[config.mk]
export PLATFORM = sky130hd
export DESIGN_NAME = utf8_to_utf16_decoder_top
export DESIGN_NICKNAME = d
export VERILOG_FILES = /design/src/hdl/u2u_pkg.sv /design/src/hdl/u2u_decode.sv /design/src/hdl/u2u_out_fifo.sv /design/src/hdl/utf8_to_utf16_decoder_top.sv
export SDC_FILE = /design/constraint.sdc
export NUM_CORES = 1
export LEC_CHECK = 0
export BUFFER_PORTS_ARGS = -buffer_cell sky130_fd_sc_hd__buf_2
export CORE_MARGIN = 4
export CORE_UTILIZATION = 35
export DETAILED_ROUTE_END_ITERATION = 10
export PLACE_DENSITY_LB_ADDON = 0.25
export SYNTH_ARGS = -nofsm -noshare
export SYNTH_HDL_FRONTEND = slang
export SYNTH_SLANG_ARGS = --single-unit
[constraint.sdc]
create_clock -name clock -period 3.24 [get_ports clock]
set_input_delay 0.648 -clock clock [delete_from_list [all_inputs] [get_ports clock]]
set_output_delay 0.648 -clock clock [all_outputs]
set_load 0.05 [all_outputs]
[src/hdl/u2u_pkg.sv]
`timescale 1ns / 1ps

package u2u_pkg;

   // result status codes
   typedef enum logic [2:0] {
      STATUS_OK         = 3'd0,
      STATUS_STRAY      = 3'd1,
      STATUS_BIG_LEAD   = 3'd2,
      STATUS_BAD_CONT   = 3'd3,
      STATUS_RANGE      = 3'd4,
      STATUS_INCOMPLETE = 3'd5
   } status_type;

   typedef struct packed {
      logic [15:0] code_unit;
      status_type  status;
      logic        last_of_run;
   } unit_type;

   // zero, one or two result beats from one input beat
   typedef struct packed {
      logic [1:0] beats;
      unit_type   first;
      unit_type   second;
   } result_type;

   localparam int unsigned FifoDepth = 4;
   localparam int unsigned PtrWidth  = $clog2(FifoDepth);
   localparam int unsigned CntWidth  = $clog2(FifoDepth + 1);

   localparam logic [20:0] PlaneOneBase = 21'h010000;
   localparam logic [20:0] CodeLimit    = 21'h110000;
   localparam logic [15:0] HighSurr     = 16'hD800;
   localparam logic [15:0] LowSurr      = 16'hDC00;
   localparam logic [15:0] ByteOrderMark = 16'hFEFF;
   localparam logic [7:0]  ContLimit    = 8'hC0;
   localparam logic [7:0]  TwoLimit     = 8'hE0;
   localparam logic [7:0]  ThreeLimit   = 8'hF0;
   localparam logic [7:0]  LeadLimit    = 8'hF8;

   // puts a code unit into stream byte order, first byte in bits 7:0
   function automatic logic [15:0] order_unit(input logic [15:0] unit, input logic big_endian);
      order_unit = big_endian ? {unit[7:0], unit[15:8]} : unit;
   endfunction

   function automatic result_type fail_result(input status_type status);
      result_type r;
      r                    = '0;
      r.beats              = 2'd1;
      r.first.code_unit    = 16'h0000;
      r.first.status       = status;
      r.first.last_of_run  = 1'b1;
      fail_result          = r;
   endfunction

endpackage

[src/hdl/u2u_decode.sv]
`timescale 1ns / 1ps

module u2u_decode (
   input  logic                clock,
   input  logic                reset,
   input  logic                step,
   input  logic                mode,
   input  logic [7:0]          in_byte,
   input  logic                last_byte,
   input  logic                big_endian,
   output u2u_pkg::result_type result
);
   import u2u_pkg::*;

   logic [20:0] acc_ff, acc_in;
   logic [1:0]  pend_ff, pend_in;
   logic [20:0] shifted;
   logic [20:0] point;
   logic [20:0] offset;
   logic [19:0] pair_bits;
   result_type  emit_res;

   // code point gathered so far plus this continuation's six bits
   assign shifted   = {acc_ff[14:0], in_byte[5:0]};
   assign point     = (pend_ff == 2'd0) ? {13'd0, in_byte} : shifted;
   assign offset    = point - PlaneOneBase;
   assign pair_bits = offset[19:0];

   always_comb begin
      emit_res = '0;
      if (point < PlaneOneBase) begin
         emit_res.beats             = 2'd1;
         emit_res.first.code_unit   = order_unit(point[15:0], big_endian);
         emit_res.first.status      = STATUS_OK;
         emit_res.first.last_of_run = 1'b1;
      end else if (point < CodeLimit) begin
         emit_res.beats              = 2'd2;
         emit_res.first.code_unit    = order_unit(HighSurr | {6'd0, pair_bits[19:10]},
                                                  big_endian);
         emit_res.first.status       = STATUS_OK;
         emit_res.first.last_of_run  = 1'b0;
         emit_res.second.code_unit   = order_unit(LowSurr | {6'd0, pair_bits[9:0]},
                                                  big_endian);
         emit_res.second.status      = STATUS_OK;
         emit_res.second.last_of_run = 1'b1;
      end else begin
         emit_res = fail_result(STATUS_RANGE);
      end
   end

   always_comb begin
      result  = '0;
      acc_in  = acc_ff;
      pend_in = pend_ff;
      if (mode) begin
         // byte order mark, pending sequence untouched
         result.beats             = 2'd1;
         result.first.code_unit   = order_unit(ByteOrderMark, big_endian);
         result.first.status      = STATUS_OK;
         result.first.last_of_run = 1'b1;
      end else if (pend_ff == 2'd0) begin
         priority if (in_byte[7] == 1'b0) begin
            result  = emit_res;
            acc_in  = '0;
            pend_in = 2'd0;
         end else if (in_byte < ContLimit) begin
            result  = fail_result(STATUS_STRAY);
            acc_in  = '0;
            pend_in = 2'd0;
         end else if (in_byte >= LeadLimit) begin
            result  = fail_result(STATUS_BIG_LEAD);
            acc_in  = '0;
            pend_in = 2'd0;
         end else if (last_byte) begin
            result  = fail_result(STATUS_INCOMPLETE);
            acc_in  = '0;
            pend_in = 2'd0;
         end else if (in_byte < TwoLimit) begin
            acc_in  = {16'd0, in_byte[4:0]};
            pend_in = 2'd1;
         end else if (in_byte < ThreeLimit) begin
            acc_in  = {17'd0, in_byte[3:0]};
            pend_in = 2'd2;
         end else begin
            acc_in  = {18'd0, in_byte[2:0]};
            pend_in = 2'd3;
         end
      end else begin
         priority if (in_byte[7:6] != 2'b10) begin
            result  = fail_result(STATUS_BAD_CONT);
            acc_in  = '0;
            pend_in = 2'd0;
         end else if (pend_ff == 2'd1) begin
            result  = emit_res;
            acc_in  = '0;
            pend_in = 2'd0;
         end else if (last_byte) begin
            result  = fail_result(STATUS_INCOMPLETE);
            acc_in  = '0;
            pend_in = 2'd0;
         end else begin
            acc_in  = shifted;
            pend_in = pend_ff - 2'd1;
         end
      end
   end

   always_ff @(posedge clock) begin
      if (reset) begin
         acc_ff  <= '0;
         pend_ff <= 2'd0;
      end else if (step) begin
         acc_ff  <= acc_in;
         pend_ff <= pend_in;
      end
   end

endmodule

[src/hdl/u2u_out_fifo.sv]
`timescale 1ns / 1ps

module u2u_out_fifo (
   input  logic                clock,
   input  logic                reset,
   input  logic                push,
   input  u2u_pkg::result_type result,
   output logic                room,
   output logic                out_valid,
   input  logic                out_ready,
   output u2u_pkg::unit_type   out_unit
);
   import u2u_pkg::*;

   unit_type               mem_ff [FifoDepth];
   logic [PtrWidth-1:0]    wr_ptr_ff, wr_ptr_in;
   logic [PtrWidth-1:0]    rd_ptr_ff, rd_ptr_in;
   logic [CntWidth-1:0]    count_ff, count_in;
   logic [CntWidth-1:0]    push_n;
   logic                   pop;

   assign push_n    = push ? CntWidth'(result.beats) : '0;
   assign pop       = out_valid & out_ready;
   assign out_valid = (count_ff != '0);
   assign out_unit  = mem_ff[rd_ptr_ff];
   // room for a surrogate pair
   assign room      = (count_ff <= CntWidth'(FifoDepth - 2));

   assign wr_ptr_in = wr_ptr_ff + push_n[PtrWidth-1:0];
   assign rd_ptr_in = rd_ptr_ff + PtrWidth'(pop);
   assign count_in  = count_ff + push_n - CntWidth'(pop);

   always_ff @(posedge clock) begin
      if (reset) begin
         wr_ptr_ff <= '0;
         rd_ptr_ff <= '0;
         count_ff  <= '0;
      end else begin
         wr_ptr_ff <= wr_ptr_in;
         rd_ptr_ff <= rd_ptr_in;
         count_ff  <= count_in;
      end
   end

   always_ff @(posedge clock) begin
      if (push && result.beats != 2'd0) begin
         mem_ff[wr_ptr_ff] <= result.first;
      end
      if (push && result.beats == 2'd2) begin
         mem_ff[wr_ptr_ff + PtrWidth'(1)] <= result.second;
      end
   end

endmodule

[src/hdl/utf8_to_utf16_decoder_top.sv]
`timescale 1ns / 1ps

// utf-8 to utf-16 transcoder: takes one utf-8 byte per beat on req_ and returns
// utf-16 code units on rsp_, in little- or big-endian byte order as set by the
// one-bit csr register (write it only while idle). a byte is taken every cycle
// as long as the 4-entry result queue has room for two beats; a finished code
// point up to ffff gives one beat, up to 10ffff a surrogate pair of two, else
// an error beat. a pair needs four input bytes, so with rsp_tready held high
// the queue drains faster than it fills and the input runs at one byte per
// cycle. the first result beat of a byte can appear in the cycle after it is
// accepted, later when older beats still wait in the queue. errors give a
// single beat with a nonzero status, code unit zero and tlast set, and drop any
// pending sequence. tuser on req_ asks for a byte order mark instead of data.
// overlong forms are passed through unchecked.

module utf8_to_utf16_decoder_top (
   input  logic        clock,
   input  logic        reset,
   // input byte stream
   input  logic        req_tvalid,
   output logic        req_tready,
   input  logic [7:0]  req_tdata,   // [7:0] in_byte
   input  logic        req_tuser,   // [0] mode: emit byte order mark
   input  logic        req_tlast,   // last_byte
   // code unit stream
   output logic        rsp_tvalid,
   input  logic        rsp_tready,
   output logic [23:0] rsp_tdata,   // [15:0] code_unit, [18:16] status, [23:19] zero
   output logic        rsp_tlast,   // last_of_run
   // byte order register
   input  logic        csr_wr_en,
   input  logic        csr_wr_data  // big_endian_out
);
   import u2u_pkg::*;

   logic       big_endian_ff;
   logic       accept;
   logic       room;
   result_type result;
   unit_type   out_unit;

   // config register; the user must write it only while idle, the block does not enforce it
   always_ff @(posedge clock) begin
      if (reset) begin
         big_endian_ff <= 1'b0;
      end else if (csr_wr_en) begin
         big_endian_ff <= csr_wr_data;
      end
   end

   assign req_tready = room;
   assign accept     = req_tvalid & req_tready;

   // sequence state and per-byte result logic
   u2u_decode u_decode (
      .clock      (clock),
      .reset      (reset),
      .step       (accept),
      .mode       (req_tuser),
      .in_byte    (req_tdata),
      .last_byte  (req_tlast),
      .big_endian (big_endian_ff),
      .result     (result)
   );

   // result queue, takes up to two beats per cycle, gives one while rsp_tready is high
   u2u_out_fifo u_out_fifo (
      .clock     (clock),
      .reset     (reset),
      .push      (accept),
      .result    (result),
      .room      (room),
      .out_valid (rsp_tvalid),
      .out_ready (rsp_tready),
      .out_unit  (out_unit)
   );

   assign rsp_tdata = {5'd0, out_unit.status, out_unit.code_unit};
   assign rsp_tlast = out_unit.last_of_run;

endmodule

==> results by group <==
Final layout
  – Fillers: roughly 1500
  – Share of cells above drive strength 1: between 20% and 30%
  – Finished Layout Cells: roughly 750
  – Area of the multi-input gates: about 2600 um2
  – Final Cell Area: between 6000 and 7000 um2
  – Register Area: between 2000 and 3000 um2
  – N_diodes: 0
  – Syn-to-layout area delta: 13.1%
  – Fin nets: between 500 and 600

Setup path
  – Crit path DAT: between 3 and 4 ns
  – Launching point of the worst reg2reg path: u_decode.acc_ff[10]$_SDFFE_PP0P_
  – Worst r2r dst: u_out_fifo.count_ff[2]$_SDFF_PP0_
  – Required time of the critical path: roughly 3.5 ns
  – Reg2Reg Setup Slack: 0.45 ns
  – Critical Path Fanout Max: 7
  – CP Launch Type: flip-flop
  – Setup crit end kind: flip-flop
  – CP Class: reg -> reg
  – Reg2Reg Depth: 11

Detailed routing
  – Drt pass-1 iters: 5
  – DR DRC count: 0
  – Routed vias: 4372
  – Post-route ant nets: 0
  – Mean number of vias per cell: 5.80
  – DRT Wirelength: between 15000 and 20000 um
  – DR iter-0 viols: 380
  – DR WL/cell: 20.4 um

Global route
  – Global-route usage over all layers: between 10% and 20%
  – Largest net degree at the start of global routing: 36
  – First-pass GRT wire length: roughly 24000 um
  – Initial antenna violation count: 0
  – Vias in the first global route: 4183
  – Grt total ovfl: 0

Power
  – Tot Pwr: roughly 4.3 mW
  – Int Power: roughly 2.7 mW
  – VDD IR-drop max: between 200 and 300 uV
  – Net Sw Frac: between 30% and 40%
  – Psw: approximately 1.6 mW
  – Clock power frac: ~24%
  – Flop pwr share: just under 40%
  – Leakage: between 2 and 2.5 nW
  – Total power per unit cell area: about 680 nW/um2
  – Logic pwr share: 36.5%

Yosys
  – Synth top area share: between 30% and 40%
  – Top post-synthesis cells by area: edfxtp_1 (37%), dfxtp_1 (13%), mux4_2 (8.1%)
  – Synth area leader: edfxtp_1
  – Synth cell count leaders: edfxtp_1 (68), nor2_1 (57), o22ai_1 (56)
  – Yosys warning total: 0
  – Number of storage elements in the synthesis netlist: around 110
  – Count leader, synth: edfxtp_1
  – Syn_area_per_cell: approximately 11 um2
  – Gate Count Post-Synth: 507
  – Post-synth EDFFs: between 60 and 70
  – FFs w/ async S/R, synth: 0%
  – Synthesized area: approximately 5600 um2
  – Synth cell types: 59
  – Sequential area share after synthesis: roughly half
  – Dominant synthesized flop cell: edfxtp_1

Flow run
  – Max-Cap Viols: 0

STA
  – Tightest Pin Transition: approximately 0.75 ns
  – Setup tns final: 0 ns
  – Fin crit share: between 80% and 90%
  – Final worst slack: ~0.45 ns
  – Setup repair after global routing missed its margin: no
  – Max transition margin: 49.8%
  – Number of setup violations in the final report: 0
  – Final Max Slew Viols: 0
  – Crit path time final: between 2 and 3 ns
  – Hold Vio Cnt, Final: 0
  – Fmax: between 0.3 and 0.4 GHz
  – Clk_skew: 0.0109 ns

Floorplanning
  – Number of cell rows: 45
  – Starting Density: a little over a third
  – I/O Pins: 43
  – Core Area: 15400 um2
  – Die footprint: 18100 um2
  – Chip Width: 134 um
  – Die height: about 130 um

Place
  – Post-DP HPWL: about 11000 um
  – Port Buffers: 37
  – Post-Place Cell Area: 6050 um2
  – Post-placement worst setup slack: ~0.40 ns
  – Placed cells: between 700 and 800
  – GPL Wtd Cong: 0.877

Clocking
  – Max Root-Sink Buffers: 2
  – H-tree levels: 3
  – Clk root buf: clkbuf_16
  – Setup bufs post-CTS: 0
  – Reg clk slew, reported paths: roughly 0.070 ns
  – Post-CTS resize count: 0
  – Clock sinks: about 110
  – CTS Buf Count: 9
  – CTS Hold Bufs: 0
  – Clk_lat worst skew: 0.36 ns
  – CTS tree: yes

Min path
  – Hold EP: u_out_fifo.mem_ff[1][1]$_SDFFE_PP0N_
  – Worst hold path startpoint: u_out_fifo.mem_ff[1][1]$_SDFFE_PP0N_
  – Hold Crit Class: reg -> reg
  – Hold depth: 2

Status
  – Status: finished clean
==> cells in the final DEF (no fill, tap or decap), drive strengths merged, types with 4 or more instances in the layout <==
| cell type | Yosys | final |
|---|---|---|
| edfxtp | 68 | 68 |
| o22ai | 64 | 64 |
| buf | 24 | 61 |
| nor2 | 57 | 57 |
| dfxtp | 37 | 37 |
| a22oi | 22 | 22 |
| nand2 | 20 | 20 |
| mux4 | 20 | 20 |
| a21oi | 19 | 19 |
| o21ai | 18 | 18 |
| mux2i | 15 | 15 |
| inv | 11 | 14 |
| nand2b | 13 | 13 |
| nor2b | 12 | 12 |
| clkbuf | 20 | 9 |
| nor3 | 9 | 9 |
| nand3 | 8 | 8 |
| ha | 8 | 8 |
| xnor2 | 6 | 6 |
| conb | 1 | 5 |
| a31oi | 5 | 5 |
| and2 | 4 | 4 |
| nand4 | 4 | 4 |
==> layout make-up <==
cell class,count,share of cell area (%)
sequential,105,44.0
clock buffer,9,3.56
clock inverter,6,0.772
tap,211,4.17
multi-input combinational,350,41.0
timing repair buffer,61,5.78
inverter,12,0.712
==> state kept, by name (all words and copies together) (netlist names) <==
name / flops
u_out_fifo.wr_ptr_ff: 2
big_endian_ff: 1
u_out_fifo.mem_ff: 80
u_out_fifo.rd_ptr_ff: 2
u_decode.acc_ff: 15
u_decode.pend_ff: 2
u_out_fifo.count_ff: 3
==> logic make-up after synthesis <==
logic type	Yosys count	synth area share [%]
AO/OA/AOI/OAI	153	18.7
XOR/XNOR	7	1.23
adder cells (fa/ha/maj)	9	2.15
buffers and inverters	56	4.63
flip-flops	105	49.8
multiplexers	36	10.9
other	1	0.0671
AND/OR/NAND/NOR	140	12.5
==> power by group through the flow <==
stage / Combinational (mW) / Clock [mW] / Sequential, mW
6_report: 1.56 / 1.03 / 1.69
5_1_grt: 1.67 / 1.12 / 1.70
4_1_cts: 1.58 / 1.06 / 1.69
3_5_place_dp: 1.58 / 0 / 1.72
3_3_place_gp: 1.57 / 0 / 1.71
2_1_floorplan: 1.22 / 0 / 1.69
==> worst max-delay path: stages (launching register included) <==
cell	delay [ns]
dfxtp_1	0.37
or4_4	0.60
xnor2_2	0.22
nor2_1	0.12
o21a_1	0.25
nor2_1	0.16
ha_1	0.16
inv_1	0.05
fa_1	0.37
xnor2_1	0.18
xnor2_1	0.14
nor2_1	0.05
==> metrics by stage <==
step	hold WS (ns)	utilization [%]
floorplan	0.459	-
global placement	0.470	39.2
detailed placement	0.483	39.2
CTS	0.501	41.0
global route	0.533	41.0
finish	0.498	41.0
==> metal layers <==
| metal | share of wire, % | wire length, um | GRT usage, % |
|---|---|---|---|
| met1 | 43 | 6660 | 24.9 |
| met2 | 47 | 7200 | 27.6 |
| met3 | 8.6 | 1320 | 3.86 |
| met4 | 1.1 | 165 | 3.73 |
| met5 | 0 | 0 | 0 |
==> worst max path at each step <==
stage / start / end / slack, ns / depth (start not counted)
6_report: u_decode.acc_ff[10]$_SDFFE_PP0P_ / u_out_fifo.count_ff[2]$_SDFF_PP0_ / 0.45 / 11
4_1_cts: u_decode.acc_ff[10]$_SDFFE_PP0P_ / u_out_fifo.count_ff[2]$_SDFF_PP0_ / 0.43 / 11
3_5_place_dp: req_tdata[7] / u_out_fifo.count_ff[2]$_SDFF_PP0_ / 0.40 / 12
2_1_floorplan: u_out_fifo.count_ff[0]$_SDFF_PP0_ / u_out_fifo.mem_ff[1][0]$_DFFE_PP_ / 0.34 / 8
5_1_grt: u_decode.acc_ff[10]$_SDFFE_PP0P_ / u_out_fifo.count_ff[2]$_SDFF_PP0_ / 0.27 / 11
3_3_place_gp: req_tdata[7] / u_out_fifo.count_ff[2]$_SDFF_PP0_ / 0.44 / 12
No activity file was read; power rests on OpenSTA's default activity.
